## src/rtl/core/sfrx_pkg.sv

```systemverilog
`timescale 1ns / 1ps
// ----------------------------------------------------------------------------
// sfrx_pkg
// Shared types and constants for the sync frame receiver with XOR check.
// ----------------------------------------------------------------------------
package sfrx_pkg;

    localparam int BYTE_W            = 8;
    localparam int PAYLOAD_FIELDS    = 3;   // mode, command, status on the result
    localparam int PAYLOAD_BYTES_DEF = 3;
    localparam int CFG_INDEX_W       = 2;

    // Register reset values
    localparam logic [BYTE_W-1:0] FIRST_SYNC_RST     = 8'h55;
    localparam logic [BYTE_W-1:0] SECOND_SYNC_RST    = 8'hAA;
    localparam logic [BYTE_W-1:0] TIMEOUT_RELOAD_RST = 8'd10;

    // Beat kind carried on s_tuser
    localparam logic OP_BYTE = 1'b0;
    localparam logic OP_TICK = 1'b1;

    // Configuration register indexes
    localparam logic [CFG_INDEX_W-1:0] CFG_FIRST_SYNC     = 2'd0;
    localparam logic [CFG_INDEX_W-1:0] CFG_SECOND_SYNC    = 2'd1;
    localparam logic [CFG_INDEX_W-1:0] CFG_TIMEOUT_RELOAD = 2'd2;

    typedef enum logic [1:0] {
        PH_SYNC1,
        PH_SYNC2,
        PH_DATA,
        PH_CHECK
    } phase_t;

    typedef struct packed {
        logic [BYTE_W-1:0] first_sync;
        logic [BYTE_W-1:0] second_sync;
        logic [BYTE_W-1:0] timeout_reload;
    } cfg_t;

    typedef struct packed {
        logic              op;
        logic [BYTE_W-1:0] data_byte;
    } beat_t;

    typedef struct packed {
        logic              frame_ok;
        logic [BYTE_W-1:0] frame_mode;
        logic [BYTE_W-1:0] frame_command;
        logic [BYTE_W-1:0] frame_status;
    } result_t;

endpackage

```

## src/rtl/core/sfrx_cfg_regs.sv

```systemverilog
`timescale 1ns / 1ps
// ----------------------------------------------------------------------------
// sfrx_cfg_regs
// Sync byte values and inter-byte timeout reload, written over the config
// channel. Writes to an unused index are accepted and dropped.
// ----------------------------------------------------------------------------
module sfrx_cfg_regs
    import sfrx_pkg::*;
(
    input  logic                   aclk,
    input  logic                   aresetn,
    input  logic                   cfg_valid,
    output logic                   cfg_ready,
    input  logic [CFG_INDEX_W-1:0] cfg_index,
    input  logic [BYTE_W-1:0]      cfg_data,
    output cfg_t                   cfg
);

    cfg_t cfg_reg;
    cfg_t cfg_next;

    assign cfg_ready = 1'b1;
    assign cfg       = cfg_reg;

    // Decode the write beat
    always_comb begin
        cfg_next = cfg_reg;
        if (cfg_valid) begin
            unique case (cfg_index)
                CFG_FIRST_SYNC:     cfg_next.first_sync     = cfg_data;
                CFG_SECOND_SYNC:    cfg_next.second_sync    = cfg_data;
                CFG_TIMEOUT_RELOAD: cfg_next.timeout_reload = cfg_data;
                default:            cfg_next                = cfg_reg;
            endcase
        end
    end

    always_ff @(posedge aclk) begin
        if (!aresetn) begin
            cfg_reg.first_sync     <= FIRST_SYNC_RST;
            cfg_reg.second_sync    <= SECOND_SYNC_RST;
            cfg_reg.timeout_reload <= TIMEOUT_RELOAD_RST;
        end else begin
            cfg_reg <= cfg_next;
        end
    end

endmodule

```

## src/rtl/core/sfrx_in_stage.sv

```systemverilog
`timescale 1ns / 1ps
// ----------------------------------------------------------------------------
// sfrx_in_stage
// Input register: captures one beat per cycle and hands it to the frame
// engine when the result side can take it.
// ----------------------------------------------------------------------------
module sfrx_in_stage
    import sfrx_pkg::*;
(
    input  logic  aclk,
    input  logic  aresetn,
    input  logic  s_valid,
    output logic  s_ready,
    input  beat_t s_beat,
    input  logic  advance,
    output logic  beat_valid,
    output beat_t beat
);

    logic  valid_reg;
    logic  valid_next;
    beat_t beat_reg;

    // Free when empty or when the held beat moves on this cycle
    assign s_ready    = !valid_reg || advance;
    assign beat_valid = valid_reg;
    assign beat       = beat_reg;

    always_comb begin
        valid_next = valid_reg;
        if (s_ready) begin
            valid_next = s_valid;
        end
    end

    always_ff @(posedge aclk) begin
        if (!aresetn) begin
            valid_reg <= 1'b0;
        end else begin
            valid_reg <= valid_next;
        end
    end

    // Payload holds while stalled
    always_ff @(posedge aclk) begin
        if (s_ready && s_valid) begin
            beat_reg <= s_beat;
        end
    end

endmodule

```

## src/rtl/core/sfrx_engine.sv

```systemverilog
`timescale 1ns / 1ps
// ----------------------------------------------------------------------------
// sfrx_engine
// Frame state machine: sync hunt, payload capture with running XOR, check
// byte compare and inter-byte timeout. Consumes one beat per cycle while take is high.
// ----------------------------------------------------------------------------
module sfrx_engine
    import sfrx_pkg::*;
#(
    parameter int PAYLOAD_BYTES = PAYLOAD_BYTES_DEF
) (
    input  logic    aclk,
    input  logic    aresetn,
    input  cfg_t    cfg,
    input  logic    take,
    input  beat_t   beat,
    output logic    res_valid,
    output result_t res
);

    localparam int IDX_W = $clog2(PAYLOAD_BYTES + 1);
    localparam logic [IDX_W-1:0] IDX_LAST = IDX_W'(PAYLOAD_BYTES);

    phase_t            phase_reg, phase_next;
    logic [BYTE_W-1:0] xor_reg, xor_next;
    logic [IDX_W-1:0]  idx_reg, idx_next;
    logic [BYTE_W-1:0] timeout_reg, timeout_next;
    logic [BYTE_W-1:0] store_reg [PAYLOAD_BYTES];

    logic              byte_beat;
    logic              restart;
    phase_t            cur_phase;
    logic [BYTE_W-1:0] cur_xor;
    logic [IDX_W-1:0]  cur_idx;
    logic              store_we;
    logic [BYTE_W-1:0] pay [PAYLOAD_FIELDS];

    assign byte_beat = take && (beat.op == OP_BYTE);

    // Expired timeout restarts the hunt before the byte is examined
    assign restart   = (timeout_reg == '0);
    assign cur_phase = restart ? PH_SYNC1 : phase_reg;
    assign cur_xor   = restart ? '0 : xor_reg;
    assign cur_idx   = restart ? '0 : idx_reg;
    assign store_we  = byte_beat && (cur_phase == PH_DATA);

    // Next state
    always_comb begin
        phase_next   = phase_reg;
        xor_next     = xor_reg;
        idx_next     = idx_reg;
        timeout_next = timeout_reg;
        if (take && (beat.op == OP_TICK)) begin
            if (timeout_reg != '0) begin
                timeout_next = timeout_reg - 1'b1;
            end
        end else if (byte_beat) begin
            phase_next = cur_phase;
            xor_next   = cur_xor;
            idx_next   = cur_idx;
            unique case (cur_phase)
                PH_SYNC1: begin
                    if (beat.data_byte == cfg.first_sync) begin
                        phase_next   = PH_SYNC2;
                        timeout_next = cfg.timeout_reload;
                    end else begin
                        timeout_next = '0;
                    end
                end
                PH_SYNC2: begin
                    if (beat.data_byte == cfg.second_sync) begin
                        phase_next   = PH_DATA;
                        timeout_next = cfg.timeout_reload;
                    end else begin
                        timeout_next = '0;
                    end
                end
                PH_DATA: begin
                    xor_next     = cur_xor ^ beat.data_byte;
                    idx_next     = cur_idx + 1'b1;
                    timeout_next = cfg.timeout_reload;
                    if (idx_next == IDX_LAST) begin
                        phase_next = PH_CHECK;
                    end
                end
                PH_CHECK: begin
                    // Frame ends: next byte restarts the hunt
                    timeout_next = '0;
                end
            endcase
        end
    end

    always_ff @(posedge aclk) begin
        if (!aresetn) begin
            phase_reg   <= PH_SYNC1;
            xor_reg     <= '0;
            idx_reg     <= '0;
            timeout_reg <= '0;
        end else begin
            phase_reg   <= phase_next;
            xor_reg     <= xor_next;
            idx_reg     <= idx_next;
            timeout_reg <= timeout_next;
        end
    end

    // Payload store, one register per byte position; unused result fields
    // read as zero
    for (genvar k = 0; k < PAYLOAD_FIELDS; k++) begin : g_pay
        if (k < PAYLOAD_BYTES) begin : g_used
            always_ff @(posedge aclk) begin
                if (store_we && (cur_idx == IDX_W'(k))) begin
                    store_reg[k] <= beat.data_byte;
                end
            end
            assign pay[k] = store_reg[k];
        end else begin : g_unused
            assign pay[k] = '0;
        end
    end

    // Result on the check byte
    always_comb begin
        res_valid         = byte_beat && (cur_phase == PH_CHECK);
        res.frame_ok      = (cur_xor == beat.data_byte);
        res.frame_mode    = pay[0];
        res.frame_command = pay[1];
        res.frame_status  = pay[2];
    end

endmodule

```

## src/rtl/core/sfrx_out_stage.sv

```systemverilog
`timescale 1ns / 1ps
// ----------------------------------------------------------------------------
// sfrx_out_stage
// Result register with a skid entry, so the engine can still deliver one more
// result after the output stalls and the upstream ready is a register.
// ----------------------------------------------------------------------------
module sfrx_out_stage
    import sfrx_pkg::*;
(
    input  logic    aclk,
    input  logic    aresetn,
    input  logic    up_valid,
    output logic    up_ready,
    input  result_t up_res,
    output logic    m_valid,
    input  logic    m_ready,
    output result_t m_res
);

    logic    main_valid_reg, main_valid_next;
    logic    skid_valid_reg, skid_valid_next;
    result_t main_reg;
    result_t skid_reg;
    logic    main_load;

    assign up_ready  = !skid_valid_reg;
    assign m_valid   = main_valid_reg;
    assign m_res     = main_reg;
    assign main_load = !main_valid_reg || m_ready;

    // Refill main from skid first, else from upstream; park in skid on stall
    always_comb begin
        main_valid_next = main_valid_reg;
        skid_valid_next = skid_valid_reg;
        if (main_load) begin
            main_valid_next = skid_valid_reg || up_valid;
            skid_valid_next = 1'b0;
        end else if (up_valid && up_ready) begin
            skid_valid_next = 1'b1;
        end
    end

    always_ff @(posedge aclk) begin
        if (!aresetn) begin
            main_valid_reg <= 1'b0;
            skid_valid_reg <= 1'b0;
        end else begin
            main_valid_reg <= main_valid_next;
            skid_valid_reg <= skid_valid_next;
        end
    end

    always_ff @(posedge aclk) begin
        if (main_load) begin
            main_reg <= skid_valid_reg ? skid_reg : up_res;
        end
        if (!main_load && up_valid && up_ready) begin
            skid_reg <= up_res;
        end
    end

endmodule

```

## src/rtl/core/sync_frame_receiver_xor_check_core.sv

```systemverilog
`timescale 1ns / 1ps
// ----------------------------------------------------------------------------
// sync_frame_receiver_xor_check_core
// Frame receiver that hunts two sync bytes, captures the payload and checks
// it against an XOR block check byte.
// ----------------------------------------------------------------------------
// Input beats are received bytes (s_tuser = 0) or timer ticks (s_tuser = 1).
// The block takes one beat every cycle while the output skid entry is free; a
// beat passes an input register, the combinational frame logic and a result
// register, and its frame result is valid on the master side once the result
// register holds it, where it waits for m_tready. A two-entry output stage
// (result register plus skid) keeps beats flowing while a result waits.
// Ticks count the inter-byte timeout down; a byte arriving with the timeout
// at zero restarts the sync hunt. Each check byte yields one result with
// m_tuser = 1 on a match and 0 on a mismatch. Configuration writes are taken
// at any time but must be issued only while the block is idle.
// ----------------------------------------------------------------------------
module sync_frame_receiver_xor_check_core
    import sfrx_pkg::*;
#(
    parameter int PAYLOAD_BYTES = PAYLOAD_BYTES_DEF
) (
    input  logic                   aclk,
    input  logic                   aresetn,

    input  logic                   s_tvalid,
    output logic                   s_tready,
    input  logic [7:0]             s_tdata,   // [7:0] data_byte
    input  logic                   s_tuser,   // [0] op

    output logic                   m_tvalid,
    input  logic                   m_tready,
    output logic [23:0]            m_tdata,   // [7:0] frame_mode, [15:8] frame_command,
                                              // [23:16] frame_status
    output logic                   m_tuser,   // [0] frame_ok

    input  logic                   cfg_valid,
    output logic                   cfg_ready,
    input  logic [CFG_INDEX_W-1:0] cfg_index,
    input  logic [BYTE_W-1:0]      cfg_data
);

    cfg_t    cfg;
    beat_t   s_beat;
    beat_t   beat;
    logic    beat_valid;
    logic    out_ready;
    logic    take;
    logic    res_valid;
    result_t res;
    result_t m_res;

    assign s_beat.op        = s_tuser;
    assign s_beat.data_byte = s_tdata;
    assign take             = beat_valid && out_ready;

    sfrx_cfg_regs u_cfg_regs (
        .aclk      (aclk),
        .aresetn   (aresetn),
        .cfg_valid (cfg_valid),
        .cfg_ready (cfg_ready),
        .cfg_index (cfg_index),
        .cfg_data  (cfg_data),
        .cfg       (cfg)
    );

    sfrx_in_stage u_in_stage (
        .aclk       (aclk),
        .aresetn    (aresetn),
        .s_valid    (s_tvalid),
        .s_ready    (s_tready),
        .s_beat     (s_beat),
        .advance    (out_ready),
        .beat_valid (beat_valid),
        .beat       (beat)
    );

    sfrx_engine #(
        .PAYLOAD_BYTES (PAYLOAD_BYTES)
    ) u_engine (
        .aclk      (aclk),
        .aresetn   (aresetn),
        .cfg       (cfg),
        .take      (take),
        .beat      (beat),
        .res_valid (res_valid),
        .res       (res)
    );

    sfrx_out_stage u_out_stage (
        .aclk     (aclk),
        .aresetn  (aresetn),
        .up_valid (res_valid),
        .up_ready (out_ready),
        .up_res   (res),
        .m_valid  (m_tvalid),
        .m_ready  (m_tready),
        .m_res    (m_res)
    );

    // Pack the result beat
    assign m_tuser = m_res.frame_ok;
    assign m_tdata = {m_res.frame_status, m_res.frame_command, m_res.frame_mode};

endmodule

```

## config.mk

```make
export PLATFORM = sky130hd
export DESIGN_NAME = sync_frame_receiver_xor_check_core
export DESIGN_NICKNAME = d
export VERILOG_FILES = /design/src/rtl/core/sfrx_pkg.sv /design/src/rtl/core/sfrx_cfg_regs.sv /design/src/rtl/core/sfrx_in_stage.sv /design/src/rtl/core/sfrx_engine.sv /design/src/rtl/core/sfrx_out_stage.sv /design/src/rtl/core/sync_frame_receiver_xor_check_core.sv
export SDC_FILE = /design/constraint.sdc
export NUM_CORES = 1
export LEC_CHECK = 0
export ABC_AREA = 0
export CAP_MARGIN = 20
export CORE_MARGIN = 1
export CORE_UTILIZATION = 40
export DETAILED_ROUTE_END_ITERATION = 10
export DONT_BUFFER_PORTS = 1
export PLACE_DENSITY = 0.52
export SYNTH_ARGS = -nofsm -noshare
export SYNTH_HDL_FRONTEND = slang
export SYNTH_SLANG_ARGS = --single-unit
```

## constraint.sdc

```tcl
create_clock -name aclk -period 5 [get_ports aclk]
set_input_delay 0.5 -clock aclk [delete_from_list [all_inputs] [get_ports aclk]]
set_output_delay 0.5 -clock aclk [all_outputs]
set_load 0.1 [all_outputs]
```

==> out/metrics.yaml, run 1 <==
min_delay_path_depth: 1
cts_hold_repair.buffers: 0
worstHoldEndpoint: "u_cfg_regs.cfg[3]$_SDFFE_PN1P_"
postSynth.asyncResetShare_pct: 0
worst_slew_pin_slew_ns: 0.958
r2r_slack_ns: 2.54
worst-path-max-fanout: 20
drt_wirelength_um: 11100
detailedRoute.firstPassIterationCount: 4
clock_insertion_delay_worst_skew_ns: 0.41
grt_residual_overflow: 0
die_w_um: 118
cts_resized: 0
tritoncts: "yes"
number_of_enable_flip_flop_cells_after_synthesis: 83
synth_top_flop_cell: "edfxtp_1"
clock-sinks: 130
worst_path_largest_cell_delay_ns: 0.53
placedInstanceArea_um2: 5520
post-dp-hpwl_um: 7400
fmax_mhz: 407
num-nets-final: 443
grt_antenna_before_repair: 0
clock_path_buffers: 2
routed_wire_length_per_instance_um: 18.6
drive_above_1_share_pct: 15.7
grt_pass1_vias: 3254
buffer_ports.inserted: 0
dpl_worst_slack_ns: 2.56
finalSetupTns_ns: 0
first_iter_violations: 251
yosysWarnings: 0
reg2reg_to: "u_out_stage.m_res[24]$_DFFE_PP_"
worst_slew_margin_rel_pct: 36.0
rr_worst_depth: 7
worst_hold_path_type: "in2reg"
vias: 3288
totalPowerFinal_uw: 2450
timing.critical_path.buf_inv: 1
area.growth.synth_to_final_pct: 13.6
clkTransAtPathRegs_ns: 0.06
status: "finished, final reports clean"
drv_slew: 0
rows: 41
grt_first_pass_wirelength_um: 17700
unrepaired_setup_endpoints_after_global_routing: "false"
maxCapViolations: 0
cp_top_family: "simple AND/OR/NAND/NOR gates"
die-height_um: 118
htree_levels: 4
hold_path_startpoint: "aresetn"
antenna_cells: 0
die_area_um2: 13900
setup.worst_path.class: "reg2reg"
setup_ws_ns: 2.54
r2r_start: "u_engine.timeout_reg[0]$_SDFFE_PN0P_"
peakVddDrop_v: 0.000243
gr-usage-all-layers_pct: 17.0
avgSynthCellArea_um2: 12.9
power.density_nw_per_um2: 400
number_of_design_rule_violations_left_after_detail_routing: 0
worst_setup_ep_type: "flip-flop"
final_design_area_no_fill_um2: 6110
cp.required_ns: 5.16
cp_data_arrival_time_ns: 2.61
min_cycle_time_layout_ns: 2.46
cts_inserted_buffers: 17
clock_tree.root_cell: "clkbuf_16"
routabilityCongestion: 0.852
startpoint_type: "flip-flop"
numPlacedInstances: 568
leakage_uw: 0.00213
pin_count_of_the_biggest_net_entering_global_routing: 33
layout.cells.non_filler: 600
synth_cell_types: 52
final_clock_period_utilization_by_the_worst_path_pct: 49.1
setup_viol: 0
worst_clock_skew_ns: 0.00668
synth.ff_latch_count: 130
drt.antenna.violating_nets: 0
postCtsSetupRepairBufs: 0
crit_chain: "inv_1 > ha_1 > or4b_4 > nor2_4 > o32ai_1 > and4_4 > mux2_2"
hold_viol: 0
critPathSlowestCell: "or4b_4"
coreArea_um2: 12900
initial_util_pct: 41.8
floorplan.io_pins: 52
synth_sequential_area_ratio_pct: 63.8
avgViaCountPerCell: 5.48
synthesis.instances: 418
syn_area_um2: 5380
synth.net_count: 446
## cell usage after synthesis (all sizes together) (2+ instances only)
| cell type | number | share of area (%) |
|---|---|---|
| edfxtp | 83 | 46 |
| dfxtp | 47 | 17 |
| nor2 | 29 | 2.2 |
| nand2 | 28 | 2.0 |
| a21oi | 26 | 2.4 |
| mux2i | 26 | 4.8 |
| mux2 | 25 | 5.2 |
| clkbuf | 18 | 1.3 |
| o21ai | 18 | 1.7 |
| xnor2 | 12 | 2.0 |
| nand3b | 11 | 1.5 |
| buf | 9 | 0.93 |
| xor2 | 8 | 1.3 |
| a31oi | 7 | 0.81 |
| inv | 6 | 0.42 |
| nor3 | 6 | 0.65 |
| and2 | 5 | 0.58 |
| nor4 | 5 | 0.58 |
| o32ai | 5 | 0.81 |
| ha | 4 | 0.93 |
| nor4bb | 4 | 0.74 |
| a211oi | 3 | 0.42 |
| o22ai | 3 | 0.35 |
| o2bb2ai | 3 | 0.49 |
| nand2b | 2 | 0.23 |
| nand4 | 2 | 0.23 |
| nor2b | 2 | 0.23 |
| nor3b | 2 | 0.28 |
| o211ai | 2 | 0.28 |
| or3 | 2 | 0.23 |
## metal layers
layer  global-route usage [%]  vias up  wire, um
li1                         -     1541         -
met1                     23.3     1652      5390
met2                     25.3       81      5020
met3                     4.60       14       567
met4                     6.73        0       153
met5                        0        -         0
## power by group
part | internal, uW | leakage [uW] | total, uW | switching (uW)
Combinational | 22.2 | 0.000676 | 52.7 | 30.5
Sequential | 1150 | 0.00117 | 1170 | 20.3
Clock | 779 | 0.000275 | 1230 | 448
## through the flow
| stage | util, % | hold slack (ns) |
|---|---|---|
| floorplan | - | 0.422 |
| global placement | 42.9 | 0.438 |
| detailed placement | 42.9 | 0.438 |
| CTS | 47.5 | 0.134 |
| global route | 47.5 | 0.137 |
| finish | 47.5 | 0.154 |
## cell families (layout without fill, tap and decap cells)
logic type | after synthesis | in the layout | share of synthesized area (%)
other | 1 | 1 | 0.0697
DFF | 130 | 130 | 63.8
muxes | 51 | 51 | 10.1
xor gates and xnor gates | 20 | 20 | 3.26
AOI/OAI and AO/OA | 74 | 74 | 8.38
buffers and inverters | 33 | 43 | 2.61
adders and majority gates | 4 | 4 | 0.931
and+or+nand+nor | 105 | 105 | 10.8
## worst max path at each step
| stage | startpoint | endpoint | slack, ns | cells past startpoint |
|---|---|---|---|---|
| 6_report | u_engine.timeout_reg[0]$_SDFFE_PN0P_ | u_out_stage.m_res[24]$_DFFE_PP_ | 2.54 | 7 |
| 4_1_cts | u_engine.timeout_reg[0]$_SDFFE_PN0P_ | u_out_stage.m_res[24]$_DFFE_PP_ | 2.55 | 7 |
| 2_1_floorplan | u_out_stage.m_valid$_SDFFE_PN0P_ | u_out_stage.skid_reg[0]$_DFFE_PP_ | 0.14 | 2 |
| 5_1_grt | u_engine.timeout_reg[0]$_SDFFE_PN0P_ | u_out_stage.m_res[24]$_DFFE_PP_ | 2.42 | 7 |
| 3_3_place_gp | u_out_stage.m_valid$_SDFFE_PN0P_ | u_out_stage.skid_reg[23]$_DFFE_PP_ | 2.65 | 4 |
| 3_5_place_dp | u_engine.timeout_reg[0]$_SDFFE_PN0P_ | u_out_stage.m_res[24]$_DFFE_PP_ | 2.56 | 7 |
## cells in the final DEF, fill, tap and decap left out, types with 6 or more instances in the layout
cell | synthesis | routed
nand2_1 | 27 | 27
xnor2_1 | 12 | 12
a21oi_1 | 26 | 26
dfxtp_1 | 47 | 47
mux2i_1 | 26 | 26
inv_1 | 6 | 6
nand3b_1 | 11 | 11
nor2_1 | 28 | 28
a31oi_1 | 7 | 7
edfxtp_1 | 83 | 83
xor2_1 | 8 | 8
mux2_2 | 25 | 25
clkbuf_16 | 0 | 17
o21ai_0 | 16 | 16
## layout make-up
class                   instances  area, um^2
fillers                      1131        6770
clock buffers                  18         429
multi-input cells             255        1810
repair buffers                  5        37.5
clock inverters                14         163
flip-flops and latches        130        3430
inverters                       6        22.5
well taps                     172         215
No activity file was read; power rests on OpenSTA's default activity.
==> run 2: changes to the inputs <==
--- a/config.mk
+++ b/config.mk
@@ -11,7 +11,7 @@
 export CORE_UTILIZATION = 40
 export DETAILED_ROUTE_END_ITERATION = 10
 export DONT_BUFFER_PORTS = 1
-export PLACE_DENSITY = 0.52
+export PLACE_DENSITY = 0.54
 export SYNTH_ARGS = -nofsm -noshare
 export SYNTH_HDL_FRONTEND = slang
 export SYNTH_SLANG_ARGS = --single-unit
==> constraint.sdc (replaced) <==
create_clock -name aclk -period 2 [get_ports aclk]
set_input_delay 0.2 -clock aclk [delete_from_list [all_inputs] [get_ports aclk]]
set_output_delay 0.2 -clock aclk [all_outputs]
set_load 0.1 [all_outputs]
==> run 2 against run 1 <==
The flow now finishes with violations (setup timing). Worst hold slack improved by 0.045 ns. Clock power rose to 3.0 times the previous value. Count of clock-buffer cells in the layout did not move. Largest power group unchanged. Sequential share of layout area fell by 7.5 points. Critical path depth did not move. Global-route usage rose by 1.1 points. Fmax rose by 23%. Final area rose by 15%. Final cell count rose by 14%. Register-to-register slack got worse by 2.5 ns. Non-clock buffer count rose by 87. Largest cell class unchanged. Highest routed layer unchanged. Flip-flop and latch count did not move.
==> out/metrics.yaml, run 2 (synthesized netlist as in run 1, its figures left out) <==
worst_setup_ep_type: "flip-flop"
layout.cells.non_filler: 687
floorplan.io_pins: 52
worst_clock_skew_ns: 0.00886
worst_slew_margin_rel_pct: 40.1
antenna_cells: 0
cp.required_ns: 2.17
r2r_slack_ns: -0.002
drt_wirelength_um: 11700
pin_count_of_the_biggest_net_entering_global_routing: 30
leakage_uw: 0.00266
finalSetupTns_ns: -0.00173
clock_power_share_pct: 54.3
post-dp-hpwl_um: 7930
area.growth.synth_to_final_pct: 31.2
routabilityCongestion: 0.840
cell_internal_power_uw: 5490
power.density_nw_per_um2: 971
clock_insertion_delay_worst_skew_ns: 0.42
clock_tree.root_cell: "clkbuf_16"
setup_viol: 1
unrepaired_setup_endpoints_after_global_routing: "true"
seq_power_share_pct: 42.2
cp_data_arrival_time_ns: 2.18
tritoncts: "yes"
vias: 3562
drt.antenna.violating_nets: 0
fillerInstances: 1077
drv_slew: 0
avgViaCountPerCell: 5.18
switching_power_uw: 1360
initial_util_pct: 41.8
fmax_mhz: 500
groute.layer.met2.usage_pct: 26.2
num-nets-final: 530
setup_ws_ns: -0.00173
gr-usage-all-layers_pct: 18.1
worst_slew_pin_slew_ns: 0.896
groute.layer.met1.usage_pct: 25.1
status: "finished with violations"
multi_input_comb_area_um2: 1890
cts_inserted_buffers: 17
clock_path_buffers: 2
htree_levels: 4
routed_wire_length_per_instance_um: 17.0
layout.cells.most_common_list: "edfxtp_1, buf_4, dfxtp_1"
min_cycle_time_layout_ns: 2.00
violations: "setup timing"
maxCapViolations: 0
seq_area_um2: 3440
grt_residual_overflow: 0
startpoint_type: "flip-flop"
power_frac_comb_pct: 3.5
die-height_um: 118
drive_above_1_share_pct: 30.3
power.share.switching_pct: 19.8
globalRoute.busiestLayer: "met2"
clock-sinks: 130
die_area_um2: 13900
buffer_ports.inserted: 0
grt_first_pass_wirelength_um: 18700
clkTransAtPathRegs_ns: 0.06
grt_antenna_before_repair: 0
number_of_design_rule_violations_left_after_detail_routing: 0
gr-usage-met3_pct: 5.52
hold_viol: 0
die_w_um: 118
detailedRoute.firstPassIterationCount: 6
numPlacedInstances: 631
final_clock_period_utilization_by_the_worst_path_pct: 100
final_common_cell: "edfxtp_1"
first_iter_violations: 341
worst_hold_path_type: "in2reg"
grt_pass1_vias: 3442
rows: 41
worst-path-max-fanout: 7
setup.worst_path.class: "reg2reg"
coreArea_um2: 12900
peakVddDrop_v: 0.000510
dpl_worst_slack_ns: -0.0652
run 2: power groups by stage:
stage               Clock, uW  Sequential (uW)  Combinational, uW
global route             3910             2890                258
detailed placement          0             2950                184
finish                   3720             2890                237
CTS                      3780             2890                234
global placement            0             2950                183
floorplan                   0             2940                138
run 2: final cells by class:
cell class | instances | share of cell area [%]
clock buffers | 18 | 6.23
clock inverters | 14 | 3.87
flip-flops and latches | 130 | 48.7
inverters | 6 | 0.319
multi-input cells | 255 | 26.8
well taps | 172 | 3.05
repair buffers | 92 | 11.0
run 2: final timing paths:
| kind | cells past startpoint | startpoint | endpoint |
|---|---|---|---|
| max | 7 | u_engine.timeout_reg[1]$_SDFFE_PN0P_ | u_out_stage.m_res[24]$_DFFE_PP_ |
| min | 4 | cfg_index[0] | u_cfg_regs.cfg[22]$_SDFFE_PN1P_ |
| max reg2reg | 7 | u_engine.timeout_reg[1]$_SDFFE_PN0P_ | u_out_stage.m_res[24]$_DFFE_PP_ |
| min reg2reg | 0 | u_engine.store_reg[0][5]$_DFFE_PP_ | u_out_stage.skid_reg[21]$_DFFE_PP_ |
run 2: through the flow:
step / area (um^2) / power [uW] / util [%] / hold WS [ns]
2_1_floorplan: 5430 / 3070 / - / 0.299
3_3_place_gp: 6060 / 3130 / 47.0 / 0.265
3_5_place_dp: 6060 / 3130 / 47.0 / 0.269
4_1_cts: 7020 / 6900 / 54.5 / 0.181
5_1_grt: 7050 / 7070 / 54.8 / 0.197
6_report: 7050 / 6850 / 54.8 / 0.199
run 2: critical path, cell delays in order, from the launching register on:
cell     delay [ns]
dfxtp_2        0.32
inv_2          0.06
ha_4           0.14
or4b_4         0.48
nor2_4         0.19
o32ai_2        0.10
and4_4         0.20
mux2_2         0.25
run 2: repair_timing:
item	in CTS	in global routing
endpoints found under the hold margin	43	0
buffers inserted	3	1
hold buffers	20	0
pin swaps	2	1
gates resized for setup	3	7
endpoints found under the setup margin	9	44
run 2: metal layers:
metal | routed length [um] | vias up
met4 | 127 | 0
met3 | 447 | 13
met2 | 5420 | 86
met1 | 5660 | 1746
met5 | 0 | -
li1 | - | 1717
==> run 3: changes to the inputs <==
--- a/config.mk
+++ b/config.mk
@@ -11,7 +11,10 @@
 export CORE_UTILIZATION = 40
 export DETAILED_ROUTE_END_ITERATION = 10
 export DONT_BUFFER_PORTS = 1
+export HOLD_SLACK_MARGIN = 0.06
+export MAX_ROUTING_LAYER = met4
 export PLACE_DENSITY = 0.54
+export SETUP_SLACK_MARGIN = 0.2
 export SYNTH_ARGS = -nofsm -noshare
 export SYNTH_HDL_FRONTEND = slang
 export SYNTH_SLANG_ARGS = --single-unit
==> run 3 against run 2 <==
The run now ends clean. Global-route usage increased by 1.5 points. Flip-flop and latch count unchanged. Wire length up 6.2%.
==> out/metrics.yaml, run 3 (synthesized netlist as in run 1, its figures left out) <==
pin_count_of_the_biggest_net_entering_global_routing: 29
cp_data_arrival_time_ns: 2.16
floorplan.io_pins: 52
routabilityCongestion: 0.834
tritoncts: "yes"
fmax_mhz: 503
die-height_um: 118
worst_clock_skew_ns: 0.00630
timing.critical_path.from: "u_engine.timeout_reg[1]$_SDFFE_PN0P_"
seq_area_um2: 3440
hold_path_startpoint: "aresetn"
crit_chain: "inv_2 > ha_4 > or4b_4 > nor2_4 > buf_12 > o32ai_2 > and4_4 > mux2_2"
detailedRoute.firstPassIterationCount: 4
finalHoldWorstSlack_ns: 0.194
area.growth.synth_to_final_pct: 33.3
final_core_util_pct: 55.7
maxCapViolations: 0
startpoint_type: "flip-flop"
status: "finished, final reports clean"
clock_insertion_delay_worst_skew_ns: 0.42
antenna_cells: 0
worst_slew_pin_slew_ns: 0.992
r2r_start: "u_engine.timeout_reg[1]$_SDFFE_PN0P_"
worst_hold_path_type: "in2reg"
drt_wirelength_um: 12400
layout.cells.most_common_list: "edfxtp_1, buf_4, dfxtp_1"
htree_levels: 4
dpl_worst_slack_ns: -0.146
grt_first_pass_wirelength_um: 19700
hold_viol: 0
die_w_um: 118
peakVddDrop_v: 0.000568
drive_above_1_share_pct: 34.7
finalSetupTns_ns: 0
clock_path_buffers: 2
timing.critical_path.buf_inv: 2
drt.antenna.violating_nets: 0
post-dp-hpwl_um: 8020
critPathSlowestCell: "or4b_4"
min_cycle_time_layout_ns: 1.99
coreArea_um2: 12900
initial_util_pct: 41.8
setup_viol: 0
rows: 41
vias: 3635
leakage_uw: 0.00266
fillerInstances: 1074
grt_residual_overflow: 0
grt_pass1_vias: 3564
clkTransAtPathRegs_ns: 0.06
totalPowerFinal_uw: 5920
final_common_cell: "edfxtp_1"
avgViaCountPerCell: 5.19
cp_top_family: "simple AND/OR/NAND/NOR gates"
gr-usage-all-layers_pct: 19.6
worst_slew_margin_rel_pct: 33.9
number_of_design_rule_violations_left_after_detail_routing: 0
buffer_ports.inserted: 0
die_area_um2: 13900
first_iter_violations: 363
power.density_nw_per_um2: 826
cp.required_ns: 2.17
final_clock_period_utilization_by_the_worst_path_pct: 99.4
grt_antenna_before_repair: 0
worst-path-max-fanout: 5
setup_ws_ns: 0.0116
drv_slew: 0
cts_inserted_buffers: 17
num-nets-final: 544
routed_wire_length_per_instance_um: 17.7
clock-sinks: 130
worst_path_largest_cell_delay_ns: 0.48
clock_tree.root_cell: "clkbuf_16"
worst_setup_ep_type: "flip-flop"
multi_input_comb_area_um2: 2060
unrepaired_setup_endpoints_after_global_routing: "true"
setup.worst_path.class: "reg2reg"
==> run 3: cell types whose count changed in the layout (fill, tap and decap cells not counted), moves of 6 or more <==
cell / delta
o21ai_0: -11
bufinv_16: -6
buf_6: +6
buf_4: +7
o21ai_1: +8
==> run 3: worst paths after layout <==
kind,endpoint,slack (ns),depth (start not counted)
setup / recovery,u_out_stage.m_res[24]$_DFFE_PP_,0.01,8
setup reg to reg,u_out_stage.m_res[24]$_DFFE_PP_,0.01,8
hold / removal,u_cfg_regs.cfg[4]$_SDFFE_PN0P_,0.19,2
hold reg to reg,u_out_stage.skid_reg[22]$_DFFE_PP_,0.45,0
==> run 3: power breakdown <==
| part | leakage, uW | total (uW) | internal (uW) | switching (uW) |
|---|---|---|---|---|
| sequential | 0.00118 | 2890 | 2860 | 27.2 |
| combinational | 0.00124 | 257 | 116 | 141 |
| clock | 0.000248 | 2770 | 1680 | 1090 |
==> run 3: what timing repair did <==
item | CTS | global route
gates resized for setup | 36 | 19
gates cloned | 1 | 1
hold buffers | 20 | 0
setup buffers | 14 | 3
pin swaps | 10 | 11
endpoints found under the hold margin | 43 | 0
setup endpoints to repair | 69 | 73
==> run 3: cell type report <==
class / instances / area share (%)
Multi-Input combinational cell: 256 / 28.7
Tap cell: 172 / 3.00
Timing Repair Buffer: 105 / 12.7
Clock inverter: 11 / 1.27
Inverter: 6 / 0.314
Sequential cell: 130 / 47.9
Clock buffer: 20 / 6.09
==> run 3: layer usage <==
layer	global-route usage, %	vias to the layer above	share of wire (%)
met5	-	-	0
met4	7.13	0	1.4
met3	5.23	16	4.2
met2	26.8	75	45
met1	27.5	1794	50
li1	-	1750	-
==> run 3: metrics by stage <==
step | area [um^2] | cells
6_report | 7170 | 700
3_5_place_dp | 6050 | 630
4_1_cts | 7030 | 696
3_3_place_gp | 6050 | 630
5_1_grt | 7170 | 700
2_1_floorplan | 5450 | 418
